**src/hw/rtl/vrv_pkg.sv**
```systemverilog
// Package for the 2:1 voxel restriction block with averaged value and type vote.
// Holds the accumulator entry type, divider request type, codes and fixed widths.
// No dependencies.
package vrv_pkg;

	// Fixed field widths.
	localparam int VALUE_W = 32;
	localparam int SUM_W   = 35;
	localparam int CNT_W   = 4;
	localparam int CFG_W   = 9;
	localparam int IDX_W   = 2;

	// Bit-serial divider: one quotient bit per step over the whole dividend.
	localparam int DIV_STEPS = SUM_W;
	localparam int STEP_W    = $clog2(DIV_STEPS + 1);

	// Voxel type codes.
	localparam logic [1:0] TYPE_AIR    = 2'd0;
	localparam logic [1:0] TYPE_SOLID  = 2'd1;
	localparam logic [1:0] TYPE_ANCHOR = 2'd2;

	// Configuration register indexes.
	localparam logic [IDX_W-1:0] CFG_SIZE_X = 2'd0;
	localparam logic [IDX_W-1:0] CFG_SIZE_Y = 2'd1;
	localparam logic [IDX_W-1:0] CFG_SIZE_Z = 2'd2;

	// One accumulator entry: 47 bits.
	typedef struct packed {
		logic signed [SUM_W-1:0] sum;
		logic [CNT_W-1:0]        count;
		logic [CNT_W-1:0]        solid;
		logic [CNT_W-1:0]        anchor;
	} acc_entry_t;

	// Request to the divider: magnitude already biased by half the divisor.
	typedef struct packed {
		logic             neg;
		logic [SUM_W-1:0] mag;
		logic [CNT_W-1:0] den;
	} div_req_t;

	// Sequencer states.
	typedef enum logic [3:0] {
		ST_IDLE = 4'b0001,
		ST_RD   = 4'b0010,
		ST_PREP = 4'b0100,
		ST_DIV  = 4'b1000
	} state_t;

endpackage

```
**src/hw/rtl/vrv_div.sv**
```systemverilog
// Bit-serial restoring divider for the rounded block mean.
// Divides a 35-bit magnitude by a count of 1 to 8 and applies the sign; uses vrv_pkg.
module vrv_div (
	input  logic                     clk,
	input  logic                     arst_n,
	input  logic                     start,
	input  vrv_pkg::div_req_t        req,
	output logic                     busy,
	output logic signed [31:0]       quot
);
	import vrv_pkg::*;

	logic                busy_q;
	logic [STEP_W-1:0]   step_q;
	logic [SUM_W-1:0]    dq_q;
	logic [CNT_W-1:0]    rem_q;
	logic [CNT_W-1:0]    den_q;
	logic                neg_q;
	logic [CNT_W:0]      trial;
	logic                fits;
	logic [CNT_W:0]      diff;
	logic [VALUE_W-1:0]  qmag;

	// One trial subtraction per step; the remainder stays below the divisor.
	assign trial = {rem_q, dq_q[SUM_W-1]};
	assign fits  = trial >= {1'b0, den_q};
	assign diff  = trial - {1'b0, den_q};

	// Control state.
	always_ff @(posedge clk or negedge arst_n) begin
		if (!arst_n) begin
			busy_q <= 1'b0;
			step_q <= '0;
		end else if (start) begin
			busy_q <= 1'b1;
			step_q <= STEP_W'(DIV_STEPS);
		end else if (busy_q) begin
			step_q <= step_q - 1'b1;
			if (step_q == STEP_W'(1)) begin
				busy_q <= 1'b0;
			end
		end
	end

	// Datapath: the dividend shifts out as quotient bits shift in.
	always_ff @(posedge clk) begin
		if (start) begin
			dq_q  <= req.mag;
			rem_q <= '0;
			den_q <= req.den;
			neg_q <= req.neg;
		end else if (busy_q) begin
			dq_q  <= {dq_q[SUM_W-2:0], fits};
			rem_q <= fits ? diff[CNT_W-1:0] : trial[CNT_W-1:0];
		end
	end

	// The quotient always fits in 32 bits; restore the sign.
	assign qmag = dq_q[VALUE_W-1:0];
	assign quot = neg_q ? $signed(VALUE_W'(0) - qmag) : $signed(qmag);
	assign busy = busy_q;

endmodule

```
**config.mk**
```make
export PLATFORM = sky130hd
export DESIGN_NAME = vrv_div
export DESIGN_NICKNAME = d
export VERILOG_FILES = /design/src/hw/rtl/vrv_pkg.sv /design/src/hw/rtl/vrv_div.sv
export SDC_FILE = /design/constraint.sdc
export NUM_CORES = 1
export LEC_CHECK = 0
export ABC_AREA = 1
export BUFFER_PORTS_ARGS = -buffer_cell sky130_fd_sc_hd__buf_4
export CAP_MARGIN = 20
export CORE_UTILIZATION = 35
export DETAILED_ROUTE_END_ITERATION = 12
export GPL_ROUTABILITY_DRIVEN = 0
export HOLD_SLACK_MARGIN = 0.1
export PLACE_DENSITY = 0.53
export SLEW_MARGIN = 5
export SYNTH_ARGS = -nofsm -noshare
export SYNTH_HDL_FRONTEND = slang
export SYNTH_SLANG_ARGS = --single-unit
```
**constraint.sdc**
```tcl
create_clock -name clk -period 1.9 [get_ports clk]
set_input_delay 0.285 -clock clk [delete_from_list [all_inputs] [get_ports clk]]
set_output_delay 0.285 -clock clk [all_outputs]
set_load 0.005 [all_outputs]
```
Yosys cells after proc, flatten, opt, wreduce, memory -nomap -nowiden
Index checks and enable logic that the tools add are counted.

Register bits after elaboration: 51. Output and inout port bits: 33.

Eq/ne operators: 1. $add $sub $neg: 3. Multiplexer cells: 9. Magnitude comparators: 1. Reductions and logical operators: 1.

Operators by type and width (count): 35-bit 2-to-1 mux (2); 32-bit 2-to-1 mux (1); 1-bit by 32-bit subtractor with 32-bit output, first input constant (1); 6-bit 2-to-1 mux (2); 6-bit by 1-bit == test with 1-bit output, second input constant (1); 6-bit by 1-bit subtractor with 6-bit output, second input constant (1); 5-bit by 4-bit >= comparator with 1-bit output (1); 4-bit 2-to-1 mux (1); 4-bit subtractor (1); 1-bit 2-to-1 mux (3); 2-bit nonzero test (1).

Depth between registers and ports, before layout
Depth after elaboration: 4. Gate-level depth with buffers: 10. Gate-level depth less buffers: 10.

Least setup slack after synthesis
Ideal clock, no wire load.

Path type: input-to-reg. Start: input start. End: register dq_q[0] (enable). Path slack: 0.276 ns. Data arrival time: 1.233 ns. Stages on the path: 3. Data required time: 1.509 ns. Buffers on the path: 1. Cell sequence: buf_2 -> nor2_1 -> inv_1.

Cells in the longest elaborated chain, start to end: 1.

Ends and longest elaborated chain: start: declaration (line vrv_div.sv:6) `input logic start,`; 2-bit nonzero test (no source line); end signal: assignment (line vrv_div.sv:48) `dq_q <= req.mag;`; end signal: assignment (line vrv_div.sv:53) `dq_q <= {dq_q[SUM_W-2:0], fits};`; end: declaration (line vrv_div.sv:15) `logic [SUM_W-1:0] dq_q;`.

No other way between the ends. A chain may end at the register's enable or synchronous reset.

Worst setup path in the final report
Start: register dq_q[0]. End: output quot[24].

Cells in the longest elaborated chain, start to end: 2.

Ends and longest elaborated chain: 1-bit by 32-bit subtractor with 32-bit output (line vrv_div.sv:60) `assign quot = neg_q ? $signed(VALUE_W'(0) - qmag) : $signed(qmag);`; 32-bit 2-to-1 mux (line vrv_div.sv:60); end: declaration (line vrv_div.sv:9) `output logic signed [31:0] quot`.

No other way between the ends.

==> impl_results.md <==
- Number of clock sinks: 51
- Crit Reg-Reg Endpoint: rem_q[0]
- Placed Area: 4080 um2
- Most frequent cells in the layout: 110 x sky130_fd_sc_hd__nand2_1, 105 x sky130_fd_sc_hd__buf_4, 46 x sky130_fd_sc_hd__inv_1
- #FFs+latches synth: 51
- Gate count after technology mapping: 440
- Cell count after placement: 639
- Delay contributed by the slowest stage of the critical path: 420 ps
- Area of the placeable core: 9280 um2
- Filler instances: 965
- Kind of cell with the highest combined delay on the critical path: simple AND/OR/NAND/NOR gates
- Worst vdd ir: 0.000449 V
- Fraction of the mapped netlist area in compound gates: 9.93%
- Latest clock arrival within the worst-skew pair: 310 ps
- Adder-cell share of the synthesized area: 3.20%
- CTS root buffer: sky130_fd_sc_hd__clkbuf_8
- Count of placed standard cells in the final layout, fillers left out: 677
- CTS tree: built
- Path depth of the worst reg2reg path: 9
- Startpoint of the tightest hold check path: req[2]
- Maximum buffer depth of the clock tree: 2
- Power density over cell area: 744 nW/um2
- Sequential-to-total area share from yosys stat: 43.3%
- Antenna Nets Post-Route: 0
- Routed vias: 3199
- Highest-delay cell along the critical path: sky130_fd_sc_hd__edfxtp_1
- Top post-synthesis cells by area: sky130_fd_sc_hd__edfxtp_1 36%, sky130_fd_sc_hd__nand2_1 14%, sky130_fd_sc_hd__o21ai_0 6.8%, sky130_fd_sc_hd__inv_1 5.6%, sky130_fd_sc_hd__dfrtp_1 5.2%
- Dominant cell type by count on the critical path: sky130_fd_sc_hd__nand2_1
- Crit. path cell count: 11
- Die boundary height: 100 um
- Initial DRT Pass Iterations: 5
- Post-synth net total: 491
- Min Clock Period, post-route: 2100 ps
- Critical Path, Cell by Cell: inv_2 -> ha_4 -> nand2_4 -> nor2_4 -> buf_4 -> nand3_2 -> nand2_1 -> nand2_1 -> nand2_1 -> o21ai_0 -> buf_4
- Layout overhead on the synthesized area: 37.2%
- Max Clk Rate: 477 MHz
- Post-synthesis mux area share: 0%
- Number of violations of the max-capacitance limit: 0
- Inserted Diodes: 0
- Sink of the worst hold path: den_q[2]
- Synthesized area: 3370 um2
- Setup Skew: 6.87 ps
- WP data required: 1620 ps
- Total wire length: 8.94 mm
- Overall Power: 3.44 mW
- Violated checks: setup timing
- Endpoint class of the critical path: output pin
- Startpoint of the worst-slack reg-to-reg timing path: den_q[2]
- Leakage power of the design: 2.14 nW
- Slew of the pin with the lowest slew margin: 407 ps
- CP bufs+invs: 3
- Antenna violations before repair: 0
- Area share of the largest cell type after synthesis: 35.7%
- Proportion of layout cells with a drive suffix above 1: 34.9%
- Die ar.: 10000 um2
- Wire length of the first global-routing pass: 14.6 mm
- Summed area of non-filler cells in the final layout: 4620 um2
- Width of the chip: 100 um
- Count of routing violations after the opening detailed-route iteration: 118
- Hold Fails Final Rpt: 0
- Clock Pin Slew Worst Setup and Hold Paths: 100 ps
- Overall routing resource usage: 18.4%
- Reg-to-reg slack, setup: 280 ps
- Number of different library cells in the post-synthesis netlist: 34
- Mean instance size in the synthesized netlist: 7.65 um2
- Most common cell after layout, fill and taps aside: sky130_fd_sc_hd__nand2_1
- Cell accounting for the most synthesized area: sky130_fd_sc_hd__edfxtp_1
- Unrepaired setup endpoints after global routing: true
- Normalized max-slew margin: 72.9%
- Final period utilization: 110%
- Worst Setup Slack, final: -197 ps
- Largest net degree at the start of global routing: 48
- Wire per inst: 13.2 um
- IO Pins: 76
- HPWL reported at the end of detailed placement: 6.66 mm
- Maximum fanout along the worst path: 4
- Post-synthesis share of cell area spent on xor and xnor gates: 4.91%
- Crit path DAT: 1810 ps
- Final setup violating endpoints: 25
- Std-Cell Rows: 35
- Worst hold-check slack: 151 ps
- Class of the tightest hold or removal check: input pin to flip-flop
- Combinational family with the most area after synthesis: simple AND/OR/NAND/NOR gates
- DRC violation count after routing: 0
- Number of input and output port buffers inserted: 75
- Startpoint-to-endpoint class of the critical path: flip-flop to output pin
- Vias/cell: 4.73
- Setup tns final: -2920 ps
- Type of origin of the critical path: flip-flop
- Run status: finished, violations left
- CTS Buf Count: 5
- Placement Setup Slack: 61.1 ps
- Vias in the first global route: 3166
- Clock H-tree levels: 2
- Util after Layout: 49.7%
- Final Max Tran Viols: 0
- Synth Area in Simple Gates: 30.8%
- Final global-route overflow total: 0
- Total Nets Final: 598
- Effective utilization at floorplan: 36.3%
- Syn. warnings: 0
- WHS Path Cells: 1
-- worst register-to-register path, stage by stage, from the launching register on --
cell,delay (ps)
sky130_fd_sc_hd__edfxtp_1,330
sky130_fd_sc_hd__inv_1,40
sky130_fd_sc_hd__ha_1,310
sky130_fd_sc_hd__nand2_1,90
sky130_fd_sc_hd__o21ai_1,190
sky130_fd_sc_hd__nand2_1,170
sky130_fd_sc_hd__nand2_1,160
sky130_fd_sc_hd__nand2_1,70
sky130_fd_sc_hd__nand3_1,70
sky130_fd_sc_hd__o21ai_0,70
-- where the power goes --
group          total (mW)  internal, mW  switching [mW]
Sequential           1.48          1.36           0.120
Combinational        1.30         0.615           0.687
Clock               0.652         0.266           0.386
-- worst max-delay path by stage --
stage / startpoint / end / slack, ps
floorplan: start / dq_q[0] / 280
global route: dq_q[0] / quot[24] / -310
finish: dq_q[0] / quot[24] / -200
CTS: dq_q[7] / quot[27] / -150
global placement: dq_q[4] / quot[17] / 120
detailed placement: dq_q[0] / quot[16] / 60
-- registers in the layout (all words and copies together) (netlist names) --
register  flops
busy          1
den_q         4
dq_q         35
neg_q         1
rem_q         4
step_q        6
-- synth_stat cells --
cell type,instances
sky130_fd_sc_hd__nor3_1,5
sky130_fd_sc_hd__xor2_2,1
sky130_fd_sc_hd__nand2_2,2
sky130_fd_sc_hd__nand4_1,6
sky130_fd_sc_hd__buf_2,6
sky130_fd_sc_hd__nor2_4,4
sky130_fd_sc_hd__nor2_1,38
sky130_fd_sc_hd__o21ai_1,5
sky130_fd_sc_hd__inv_2,2
sky130_fd_sc_hd__xor2_1,17
sky130_fd_sc_hd__fa_1,1
sky130_fd_sc_hd__a21oi_1,8
sky130_fd_sc_hd__o21a_1,1
sky130_fd_sc_hd__nor2b_1,1
sky130_fd_sc_hd__dfrtp_1,7
sky130_fd_sc_hd__edfxtp_1,40
sky130_fd_sc_hd__and3_1,1
sky130_fd_sc_hd__dfxtp_1,4
sky130_fd_sc_hd__o21ai_2,1
sky130_fd_sc_hd__nand2_1,129
sky130_fd_sc_hd__o21ai_0,46
sky130_fd_sc_hd__a31oi_1,1
sky130_fd_sc_hd__nor2_2,13
sky130_fd_sc_hd__nand2_4,2
sky130_fd_sc_hd__a41oi_1,1
sky130_fd_sc_hd__inv_1,50
sky130_fd_sc_hd__a22oi_1,1
sky130_fd_sc_hd__buf_4,2
sky130_fd_sc_hd__ha_1,7
sky130_fd_sc_hd__buf_6,1
sky130_fd_sc_hd__nand3b_1,1
sky130_fd_sc_hd__nand3_2,1
sky130_fd_sc_hd__clkbuf_1,4
sky130_fd_sc_hd__nand3_1,31
-- layer usage --
| metal | GRT usage (%) | vias up | wire, um |
|---|---|---|---|
| met2 | 32.9 | 83 | 4510 |
| met5 | 0 | - | 0 |
| met4 | 5.13 | 0 | 109 |
| met3 | 3.41 | 10 | 426 |
| li1 | - | 1640 | - |
| met1 | 22.7 | 1466 | 3890 |
-- what timing repair did --
| item | 4_1_cts | 5_1_grt |
|---|---|---|
| buffers inserted | 20 | 9 |
| endpoints found under the hold margin | 7 | 0 |
| pin swaps | 20 | 36 |
| endpoints found under the setup margin | 27 | 29 |
| gates resized for setup | 28 | 39 |
| hold buffers | 1 | 0 |
-- area by class of cell --
class	count	area, um2	share of cell area (%)
multi-input cells	324	1840	39.8
flip-flops and latches	51	1460	31.5
repair buffers	113	877	19.0
inverters	52	195	4.23
well taps	129	161	3.49
clock buffers	6	72.6	1.57
clock inverters	2	17.5	0.379
-- logic make-up after synthesis --
family	count (synthesis)
and+or+nand+nor	234
buffers and inverters	65
AOI/OAI and AO/OA	64
DFF	51
xor gates and xnor gates	18
adders and majority gates	8
Power figures use the tool's default switching activity.
